`config.mk`:
```
export PLATFORM = sky130hd
export DESIGN_NAME = step_counted_oscillation_controller
export DESIGN_NICKNAME = d
export VERILOG_FILES = /design/src/rtl/scc_pkg.sv /design/src/rtl/step_counted_oscillation_controller.sv
export SDC_FILE = /design/constraint.sdc
export NUM_CORES = 1
export LEC_CHECK = 0
export BUFFER_PORTS_ARGS = -buffer_cell sky130_fd_sc_hd__buf_4
export CORE_ASPECT_RATIO = 1.4
export CORE_MARGIN = 5
export CORE_UTILIZATION = 55
export CTS_BUF_LIST = sky130_fd_sc_hd__clkbuf_16
export DETAILED_ROUTE_END_ITERATION = 16
export HOLD_SLACK_MARGIN = 0.15
export PLACE_DENSITY = 0.74
export SYNTH_ARGS = -nofsm -noshare
export SYNTH_HDL_FRONTEND = slang
export SYNTH_SLANG_ARGS = --single-unit
```
`constraint.sdc`:
```
create_clock -name clock -period 3.05 [get_ports clock]
set_input_delay 0.4575 -clock clock [delete_from_list [all_inputs] [get_ports clock]]
set_output_delay 0.4575 -clock clock [all_outputs]
set_load 0.005 [all_outputs]
```
`src/rtl/scc_pkg.sv`:
```
package scc_pkg;

   // Operating mode of the sequencer
   typedef enum logic [1:0] {
      MODE_OFF       = 2'd0,
      MODE_ARMED     = 2'd1,
      MODE_GOING     = 2'd2,
      MODE_RETURNING = 2'd3
   } mode_type;

   // Command codes carried in req_tuser
   typedef enum logic [2:0] {
      ACT_SET_ENABLE = 3'd0,
      ACT_START      = 3'd1,
      ACT_EDGE       = 3'd2,
      ACT_POLL       = 3'd3,
      ACT_STEP       = 3'd4
   } action_type;

   localparam int unsigned ActionW  = 3;
   localparam int unsigned SpeedW   = 16;
   localparam int unsigned RecordW  = 16;
   localparam int unsigned ReqDataW = 8;
   localparam int unsigned RspDataW = 40;

   // Result tdata bit positions
   localparam int unsigned RspStopBit  = 0;
   localparam int unsigned RspRunBit   = 1;
   localparam int unsigned RspFwdBit   = 2;
   localparam int unsigned RspSpeedLsb = 3;
   localparam int unsigned RspModeLsb  = 19;
   localparam int unsigned RspRecLsb   = 21;

endpackage

```
`src/rtl/step_counted_oscillation_controller.sv`:
```
// Channel   Ports                         Direction  Payload
// req       req_tvalid/tready/tdata/tuser in         tuser: action; tdata: levels, direction
// rsp       rsp_tvalid/tready/tdata       out        stop/run command, speed, mode, recorded
// csr       csr_valid/ready/wdata         in         run_speed register write
//
// One item per cycle unless the result stalls: each command is decoded and the state
// updated in the cycle it is accepted, its result registered together with the state.
// The output register alone sets the rate; req_tready is high whenever that
// register is empty or being drained in the same cycle.
// Reset is synchronous, active high: mode off, counts zero, initial direction forward.
// A stalled result holds the input side; a CSR write is always taken at once.
module step_counted_oscillation_controller #(
   parameter int unsigned COUNT_BITS = 16
) (
   input  logic                          clock,
   input  logic                          reset,
   // Command stream
   input  logic                          req_tvalid,
   output logic                          req_tready,
   // [0] enable_level, [1] start_forward, [2] sensor_level, [7:3] zero
   input  logic [scc_pkg::ReqDataW-1:0]  req_tdata,
   // [2:0] action
   input  logic [scc_pkg::ActionW-1:0]   req_tuser,
   // Result stream
   output logic                          rsp_tvalid,
   input  logic                          rsp_tready,
   // [0] stop_now, [1] run_now, [2] run_forward, [18:3] speed_out,
   // [20:19] mode_out, [36:21] recorded_out, [39:37] zero
   output logic [scc_pkg::RspDataW-1:0]  rsp_tdata,
   // Configuration write: run_speed
   input  logic                          csr_valid,
   output logic                          csr_ready,
   input  logic [scc_pkg::SpeedW-1:0]    csr_wdata
);
   import scc_pkg::*;

   localparam logic [COUNT_BITS-1:0] CountMax = {COUNT_BITS{1'b1}};

   // Architectural state
   mode_type              mode_ff, mode_in;
   logic [COUNT_BITS-1:0] outward_ff, outward_in;
   logic [COUNT_BITS-1:0] count_ff, count_in;
   logic                  init_fwd_ff, init_fwd_in;
   logic                  prev_sens_ff, prev_sens_in;
   logic [SpeedW-1:0]     run_speed_ff;

   // Output register
   logic                  rsp_valid_ff, rsp_valid_in;
   logic [RspDataW-1:0]   rsp_data_ff, rsp_data_in;

   logic                  req_xfer;
   logic                  en_lvl, start_fwd, sens_lvl;
   logic                  cmd_stop, cmd_run, cmd_fwd;
   logic [31:0]           outward_ext;

   assign en_lvl    = req_tdata[0];
   assign start_fwd = req_tdata[1];
   assign sens_lvl  = req_tdata[2];

   assign req_tready = !rsp_valid_ff || rsp_tready;
   assign req_xfer   = req_tvalid && req_tready;
   assign csr_ready  = 1'b1;

   always_comb begin
      mode_in      = mode_ff;
      outward_in   = outward_ff;
      count_in     = count_ff;
      init_fwd_in  = init_fwd_ff;
      prev_sens_in = prev_sens_ff;
      cmd_stop     = 1'b0;
      cmd_run      = 1'b0;
      cmd_fwd      = 1'b0;

      unique case (req_tuser)
         ACT_SET_ENABLE: begin
            if (en_lvl) begin
               if (mode_ff == MODE_OFF) mode_in = MODE_ARMED;
            end else if (mode_ff != MODE_OFF) begin
               // Disable: hard stop, drop back to off
               cmd_stop = 1'b1;
               mode_in  = MODE_OFF;
            end
         end
         ACT_START: begin
            if (mode_ff == MODE_ARMED) begin
               // Latch direction and sensor level, run outward from zero
               init_fwd_in  = start_fwd;
               prev_sens_in = sens_lvl;
               outward_in   = '0;
               count_in     = '0;
               cmd_run      = 1'b1;
               cmd_fwd      = start_fwd;
               mode_in      = MODE_GOING;
            end
         end
         ACT_EDGE: begin
            if (mode_ff == MODE_GOING) begin
               // Record the outward leg, stop and reverse
               outward_in = count_ff;
               count_in   = '0;
               cmd_stop   = 1'b1;
               cmd_run    = 1'b1;
               cmd_fwd    = !init_fwd_ff;
               mode_in    = MODE_RETURNING;
            end
         end
         ACT_POLL: begin
            prev_sens_in = sens_lvl;
            if (mode_ff == MODE_GOING) begin
               if (sens_lvl != prev_sens_ff) begin
                  outward_in = count_ff;
                  count_in   = '0;
                  cmd_stop   = 1'b1;
                  cmd_run    = 1'b1;
                  cmd_fwd    = !init_fwd_ff;
                  mode_in    = MODE_RETURNING;
               end
            end else if (mode_ff == MODE_RETURNING) begin
               // Back at the start point: stop and head outward again
               if (count_ff >= outward_ff) begin
                  count_in = '0;
                  cmd_stop = 1'b1;
                  cmd_run  = 1'b1;
                  cmd_fwd  = init_fwd_ff;
                  mode_in  = MODE_GOING;
               end
            end
         end
         ACT_STEP: begin
            // Saturating step count
            if (count_ff != CountMax) count_in = count_ff + 1'b1;
         end
         default: begin
         end
      endcase
   end

   assign outward_ext = 32'(outward_in);

   always_comb begin
      rsp_data_in = '0;
      rsp_data_in[RspStopBit] = cmd_stop;
      rsp_data_in[RspRunBit]  = cmd_run;
      rsp_data_in[RspFwdBit]  = cmd_fwd;
      rsp_data_in[RspSpeedLsb +: SpeedW]  = cmd_run ? run_speed_ff : '0;
      rsp_data_in[RspModeLsb +: 2]        = mode_in;
      rsp_data_in[RspRecLsb +: RecordW]   = outward_ext[RecordW-1:0];
   end

   assign rsp_valid_in = req_xfer || (rsp_valid_ff && !rsp_tready);

   always_ff @(posedge clock) begin
      if (reset) begin
         mode_ff      <= MODE_OFF;
         outward_ff   <= '0;
         count_ff     <= '0;
         init_fwd_ff  <= 1'b1;
         prev_sens_ff <= 1'b0;
         run_speed_ff <= '0;
         rsp_valid_ff <= 1'b0;
      end else begin
         if (req_xfer) begin
            mode_ff      <= mode_in;
            outward_ff   <= outward_in;
            count_ff     <= count_in;
            init_fwd_ff  <= init_fwd_in;
            prev_sens_ff <= prev_sens_in;
         end
         if (csr_valid) run_speed_ff <= csr_wdata;
         rsp_valid_ff <= rsp_valid_in;
      end
   end

   // Load the result on each accepted command, hold otherwise
   always_ff @(posedge clock) begin
      if (req_xfer) rsp_data_ff <= rsp_data_in;
   end

   assign rsp_tvalid = rsp_valid_ff;
   assign rsp_tdata  = rsp_data_ff;

endmodule

```
==> results.md, run 1 <==
- Cells after DPL: around 610
- Initial drt markers: around 220
- Delay of the slowest critical-path stage: 0.61 ns
- Placed Area: 5000 sq um
- Vias in the first global route: between 3,000 and 4,000
- I/O Buffers: 65
- Slew @ Worst Pin: ~1.0 ns
- Largest cells by area after synthesis: edfxtp_1, dfxtp_1, ha_1
- IO Pins: between 70 and 80
- Fillers: 649
- Num CTS Buffers: 9
- Die Ht: approximately 120 microns
- Initial Util: between 50% and 60%
- Hold-fix buffers at CTS: 0
- WHS: roughly 0.36 ns
- DR vias: about 3,600
- Area grow syn2layout: 20.5%
- Diode count: 0
- Synth area leader: edfxtp_1
- Startpoint Class: register
- Synth cell types: 61
- Clk Latency, worst-skew pair: ~0.34 ns
- Routed length per instance: around 16 microns
- Max-Cap Viols: 0
- Maximum root-to-sink buffer count: 2
- Design area: 5300 sq um
- Clk_skew: 0.00799 ns
- Final setup fails: 0
- Final count of hold timing violations: 0
- Cell Pwr Density: around 500 nW/um^2
- Die area: around 10000 sq um
- CP Buf/Inv Count: 1
- Storage element area: between 2000 and 2500 sq um
- Footprint of the multi-input gates: between 1500 and 2000 sq um
- Routed Antenna Nets: 0
- Worst slew margin: around 30%
- Async SR Flop Fraction: 0%
- Post-synth top area share: 25.3%
- RSZ-0062 raised after global routing: no
- Core area: slightly below 8000 sq um
- Root buf cell: clkbuf_16
- Initial antenna violation count: 0
- Worst path cell trace: inv_1 > ha_1 > nor2b_1 > o211a_1 > o311ai_4 > a31oi_1 > nor2_2 > nor2b_1
- Global-route wire length before repair: roughly 17 mm
- CTS H-tree depth: 3
- Clock transition at the registers of the reported paths: about 0.06 ns
- Grt ovf: 0
- Status: completed
- Leak pwr: between 2 and 2.5 nW
- Via density: ~5.8
- Syn Area/Cell: between 9 and 10 sq um
- Worst IR Drop VDD: ~290 uV
- Kind of critical path: reg2reg
- Clock sinks: 90
- Most frequent cell after synthesis: dfxtp_1
- CP max-delay cell: nor2_2
- GPL Wtd Cong: around 0.9
- CP top delay family: simple AND/OR/NAND/NOR gates
- Ys flop type: dfxtp_1
- Crit Path Max Fanout: 17
- Crit path DAT: between 2 and 3 ns
- Cell Area, Synth: between 4000 and 5000 sq um
- Worst min-delay path class: in2reg
- # Post-CTS Setup Buffers: 0
- Detailed Routing Iterations Pass 1: 4
- Achievable frequency: 376 MHz
- Post-CTS Resized: 0
- Final std cells w/o fill: 622
- Synth Register Bits: 90
- Post-synthesis sequential area ratio: a little under 50%
- Hpwl dp: approximately 7.4 mm
- Mapped Cells: 450
- CTS tree: yes
- Most used cell, CP: nor2b_1
- Post-synth top cells: dfxtp_1, nand2_1, o21ai_0
- DRC: 0
- All-Layer GR Usage: a little over a fifth
- Share of cells above drive strength 1: roughly a fifth
- Post-synth EDFFs: 37
- Max Transition Viols Final: 0
- Worst Path Required: approximately 3.1 ns
- DIE WIDTH: 85.5 microns
- Final worst-path cycle share: roughly 87%
- Num rows: 38
- Crit path time final: around 2.7 ns
- Critical Path Sink Type: register
- Final nets: approximately 570
- Post-route setup TNS: 0 ns
- Ys Warns: 0
- WL final: between 10 and 15 mm
- Largest net degree at the start of global routing: 45
[cells by family after synthesis]
| group | share of synthesized area, % |
|---|---|
| multiplexers | 3.87 |
| XOR/XNOR | 0.399 |
| AO/OA/AOI/OAI | 19.4 |
| other | 0.171 |
| buffers and inverters | 5.53 |
| AND/OR/NAND/NOR | 16.3 |
| flip-flops | 49.4 |
| adder cells (fa/ha/maj) | 4.84 |
[tightest hold or removal path, cell delays in order]
cell     delay, ns
buf_4         0.08
mux2i_1       0.06
nor2_1        0.07
[sequential cells by signal, summed over array words and instances, names as in the netlist]
register      cells
init_fwd_ff       1
run_speed_ff     16
mode_ff           2
rsp_tdata        37
count_ff         16
rsp_tvalid        1
prev_sens_ff      1
outward_ff       16
[power by group]
part           total (W)  internal [W]  switching [W]  leakage, nW
logic           0.000299      0.000135       0.000164         1.16
registers        0.00134       0.00132      0.0000213        0.808
clock network    0.00108      0.000627       0.000448        0.147
[final timing paths]
check | start | end | slack (ns) | cells after the start
hold / removal | csr_wdata[0] | run_speed_ff[0]$_SDFFE_PP0P_ | 0.36 | 3
setup / recovery | outward_ff[1]$_SDFFE_PP0P_ | rsp_tdata[10]$_SDFFCE_PN0P_ | 0.39 | 8
setup reg to reg | outward_ff[1]$_SDFFE_PP0P_ | rsp_tdata[10]$_SDFFCE_PN0P_ | 0.39 | 8
hold reg to reg | run_speed_ff[0]$_SDFFE_PP0P_ | run_speed_ff[0]$_SDFFE_PP0P_ | 0.49 | 2
[layer usage]
layer / vias up / global-route usage [%] / routed length [microns]
met5: - / 0 / 0
met4: 0 / 10.6 / 309
met3: 26 / 4.77 / 647
met2: 142 / 37.9 / 5210
met1: 1704 / 24.1 / 4060
li1: 1744 / - / -
[layout make-up]
type	instances	share of cell area (%)
inverter	29	2.06
tap	100	2.36
multi-input combinational	307	37.5
timing repair buffer	80	11.6
clock inverter	7	1.18
clock buffer	9	4.25
sequential	90	41.0
[stage by stage]
stage / power [W] / setup WS [ns] / util (%)
after CTS: 0.00273 / 0.0427 / 67.9
after detailed placement: 0.00166 / 0.104 / 64.2
final: 0.00271 / 0.390 / 67.9
after floorplan: 0.00154 / 0.794 / -
after global placement: 0.00165 / 0.191 / 64.2
after global routing: 0.00282 / 0.218 / 67.9
[placed cells by master (no fill, tap or decap), types with 3 or more instances in the layout]
cell type   n
a31oi_1     5
nand2_1    47
edfxtp_1   37
clkbuf_16   9
o31ai_1     3
and4_1      3
ha_1       17
nor2_1     31
nor3_1      4
o32a_1      6
a211oi_1    3
o21a_1     17
nor2b_1    19
mux2i_1    17
and3_1      3
inv_1      31
dfxtp_1    53
nand3_1    13
buf_4      79
conb_1      4
a21oi_1    28
o21ai_0    40
Note: power is estimated with default switching activity, not from simulation.
==> run 2, diff against run 1 <==
Settings changed: CORE_UTILIZATION 55 to 56, CTS_BUF_LIST sky130_fd_sc_hd__clkbuf_16 to unset, PLACE_DENSITY 0.74 to 0.76.
==> run 2 against run 1 <==
Net effect:
- utilization down 0.82 points
- sequential cell count unchanged
- sequential share of layout area grew 1.0 points
- count of clock-buffer cells in the layout is 4 higher
- non-clock buffer count is 3 lower
- global-route usage is 1.5 points lower
- critical endpoint is now count_ff[13]$_SDFFE_PP0P_
- largest power group unchanged
==> results.md, run 2 (synthesized netlist as in run 1, its figures left out) <==
- Root buf cell: clkbuf_8 (was clkbuf_16)
- Die Ht: 115 microns (was 116 microns)
- Detailed Routing Iterations Pass 1: 4 (unchanged)
- Worst Path Required: 3.29 ns (was 3.11 ns)
- Clock sinks: 90 (unchanged)
- Area grow syn2layout: 17.6% (was 20.5%)
- Clk Latency, worst-skew pair: 0.36 ns (was 0.34 ns)
- RSZ-0062 raised after global routing: no (unchanged)
- CTS tree: yes (unchanged)
- Net Sw Power: 0.000590 W (was 0.000634 W)
- Final count of hold timing violations: 0 (unchanged)
- Crit path DAT: 2.97 ns (was 2.72 ns)
- Core area: 7700 sq um (was 7800 sq um)
- Part of the power in combinational logic: 12.2% (was 11.0%)
- IO Pins: 75 (unchanged)
- Diode count: 0 (unchanged)
- Share of cells above drive strength 1: 20.0% (was 20.5%)
- # Post-CTS Setup Buffers: 0 (unchanged)
- WHS: 0.330 ns (was 0.361 ns)
- Switching Fraction: 24.7% (was 23.4%)
- Post-CTS Resized: 0 (unchanged)
- Worst min-delay path class: in2reg (unchanged)
- Cell Pwr Density: 462 nW/um^2 (was 512 nW/um^2)
- Global-route wire length before repair: 15.6 mm (was 16.7 mm)
- Final nets: 563 (was 566)
- Delay of the slowest critical-path stage: 0.60 ns (was 0.61 ns)
- Via density: 5.62 (was 5.81)
- Reg2reg start: outward_ff[13]$_SDFFE_PP0P_ (was outward_ff[1]$_SDFFE_PP0P_)
- Internal power: 0.00180 W (was 0.00208 W)
- Die area: 9740 sq um (was 9900 sq um)
- R2R depth: 9 (was 8)
- Most frequent cells in the layout: buf_4, dfxtp_1, nand2_1 (unchanged)
- GPL Wtd Cong: 0.898 (was 0.883)
- Critical Path Sink Type: register (unchanged)
- DIE WIDTH: 84.9 microns (was 85.5 microns)
- WL final: 9.31 mm (was 10.2 mm)
- CTS H-tree depth: 3 (unchanged)
- Routed Antenna Nets: 0 (unchanged)
- Worst Setup SP: outward_ff[13]$_SDFFE_PP0P_ (was outward_ff[1]$_SDFFE_PP0P_)
- Largest net degree at the start of global routing: 45 (unchanged)
- Levels on crit path: 9 (was 8)
- CP top delay family: simple AND/OR/NAND/NOR gates (unchanged)
- Num rows: 38 (unchanged)
- Post-route setup TNS: 0 ns (unchanged)
- CP max-delay cell: nor3_1 (was nor2_2)
- Clock transition at the registers of the reported paths: 0.09 ns (was 0.06 ns)
- Startpoint Class: register (unchanged)
- Worst slew margin: 51.0% (was 29.9%)
- Most common cell after layout, fill and taps aside: buf_4 (unchanged)
- Initial Util: 57.0% (was 56.3%)
- Kind of critical path: reg2reg (unchanged)
- Hold path startpoint: csr_wdata[3] (was csr_wdata[0])
- All-Layer GR Usage: 19.9% (was 21.4%)
- Sequential power share: 55.9% (was 49.3%)
- Flop2flop setup slack: 0.32 ns (was 0.39 ns)
- DR vias: 3,481 (was 3,616)
- Maximum root-to-sink buffer count: 2 (unchanged)
- Max-Cap Viols: 0 (unchanged)
- Grt ovf: 0 (unchanged)
- DRC: 0 (unchanged)
- Hpwl dp: 6.68 mm (was 7.36 mm)
- Initial drt markers: 169 (was 217)
- Achievable frequency: 366 MHz (was 376 MHz)
- Final setup fails: 0 (unchanged)
- Crit path time final: 2.73 ns (was 2.66 ns)
- Final worst-path cycle share: 89.6% (was 87.2%)
- I/O Buffers: 65 (unchanged)
- Slew @ Worst Pin: 0.729 ns (was 1.05 ns)
- Clk_skew: 0.0104 ns (was 0.00799 ns)
- Crit Path Max Fanout: 7 (was 17)
- Clock Power Share: 31.9% (was 39.7%)
- Max Transition Viols Final: 0 (unchanged)
- Routed length per instance: 15.0 microns (was 16.4 microns)
- Max reg flops: 37 (unchanged)
- CP Buf/Inv Count: 2 (was 1)
- Initial antenna violation count: 0 (unchanged)
- Setup crit end: count_ff[13]$_SDFFE_PP0P_ (was rsp_tdata[10]$_SDFFCE_PN0P_)
- Worst IR Drop VDD: 296 uV (was 290 uV)
- Crit Reg-Reg Endpoint: count_ff[13]$_SDFFE_PP0P_ (was rsp_tdata[10]$_SDFFCE_PN0P_)
- Vias in the first global route: 3,393 (was 3,523)
- Worst path cell trace: inv_1 > ha_1 > nand4_1 > nor3_2 > nand2_1 > and3_1 > nor3_1 > buf_4 > o21ai_0 (was inv_1 > ha_1 > nor2b_1 > o211a_1 > o311ai_4 > a31oi_1 > nor2_2 > nor2b_1)
- Num CTS Buffers: 9 (unchanged)
- Leak pwr: 2.04 nW (was 2.12 nW)
- Status: completed (unchanged)
- Hold-fix buffers at CTS: 0 (unchanged)
## run 2: power groups by stage
stage	clock, W	sequential [W]	combinational, W
after floorplan	0	0.00136	0.000176
after global placement	0	0.00136	0.000286
after detailed placement	0	0.00136	0.000294
after CTS	0.000778	0.00134	0.000295
after global routing	0.000839	0.00134	0.000323
final	0.000762	0.00134	0.000292
## run 2: final cells by class
class | count | area (sq um)
inverters | 29 | 109
clock buffers | 13 | 160
well taps | 100 | 125
repair buffers | 77 | 591
flip-flops and latches | 90 | 2170
multi-input cells | 307 | 1990
fillers | 622 | 2530
clock inverters | 3 | 25.0
## run 2: through the flow
stage / instances / setup slack (ns) / utilization [%] / power [W] / area (sq um)
after floorplan: 452 / 0.794 / - / 0.00154 / 4400
after global placement: 603 / 0.417 / 64.7 / 0.00165 / 4980
after detailed placement: 603 / 0.388 / 64.7 / 0.00166 / 4980
after CTS: 619 / 0.358 / 67.1 / 0.00241 / 5170
after global routing: 619 / 0.215 / 67.1 / 0.00250 / 5170
final: 619 / 0.316 / 67.1 / 0.00239 / 5170
## run 2: how the worst min path moves through the flow
stage	end	slack (ns)	cells after the start
2_1_floorplan	run_speed_ff[0]$_SDFFE_PP0P_	0.45	2
3_3_place_gp	run_speed_ff[7]$_SDFFE_PP0P_	0.46	2
3_5_place_dp	run_speed_ff[1]$_SDFFE_PP0P_	0.48	2
4_1_cts	run_speed_ff[3]$_SDFFE_PP0P_	0.32	3
5_1_grt	run_speed_ff[3]$_SDFFE_PP0P_	0.32	3
6_report	run_speed_ff[3]$_SDFFE_PP0P_	0.33	3
## run 2: layer usage
layer / wire, microns / track usage [%] / vias up
met1: 3700 / 22.0 / 1639
met3: 568 / 5.45 / 19
li1: - / - / 1739
met2: 4800 / 35.4 / 84
met5: 0 / 0 / -
met4: 242 / 9.29 / 0
## run 2: worst reg2reg max path, stage by stage (launching register included)
cell	delay [ns]
dfxtp_1	0.32
inv_1	0.06
ha_1	0.32
nand4_1	0.12
nor3_2	0.40
nand2_1	0.18
and3_1	0.22
nor3_1	0.60
buf_4	0.28
o21ai_0	0.12
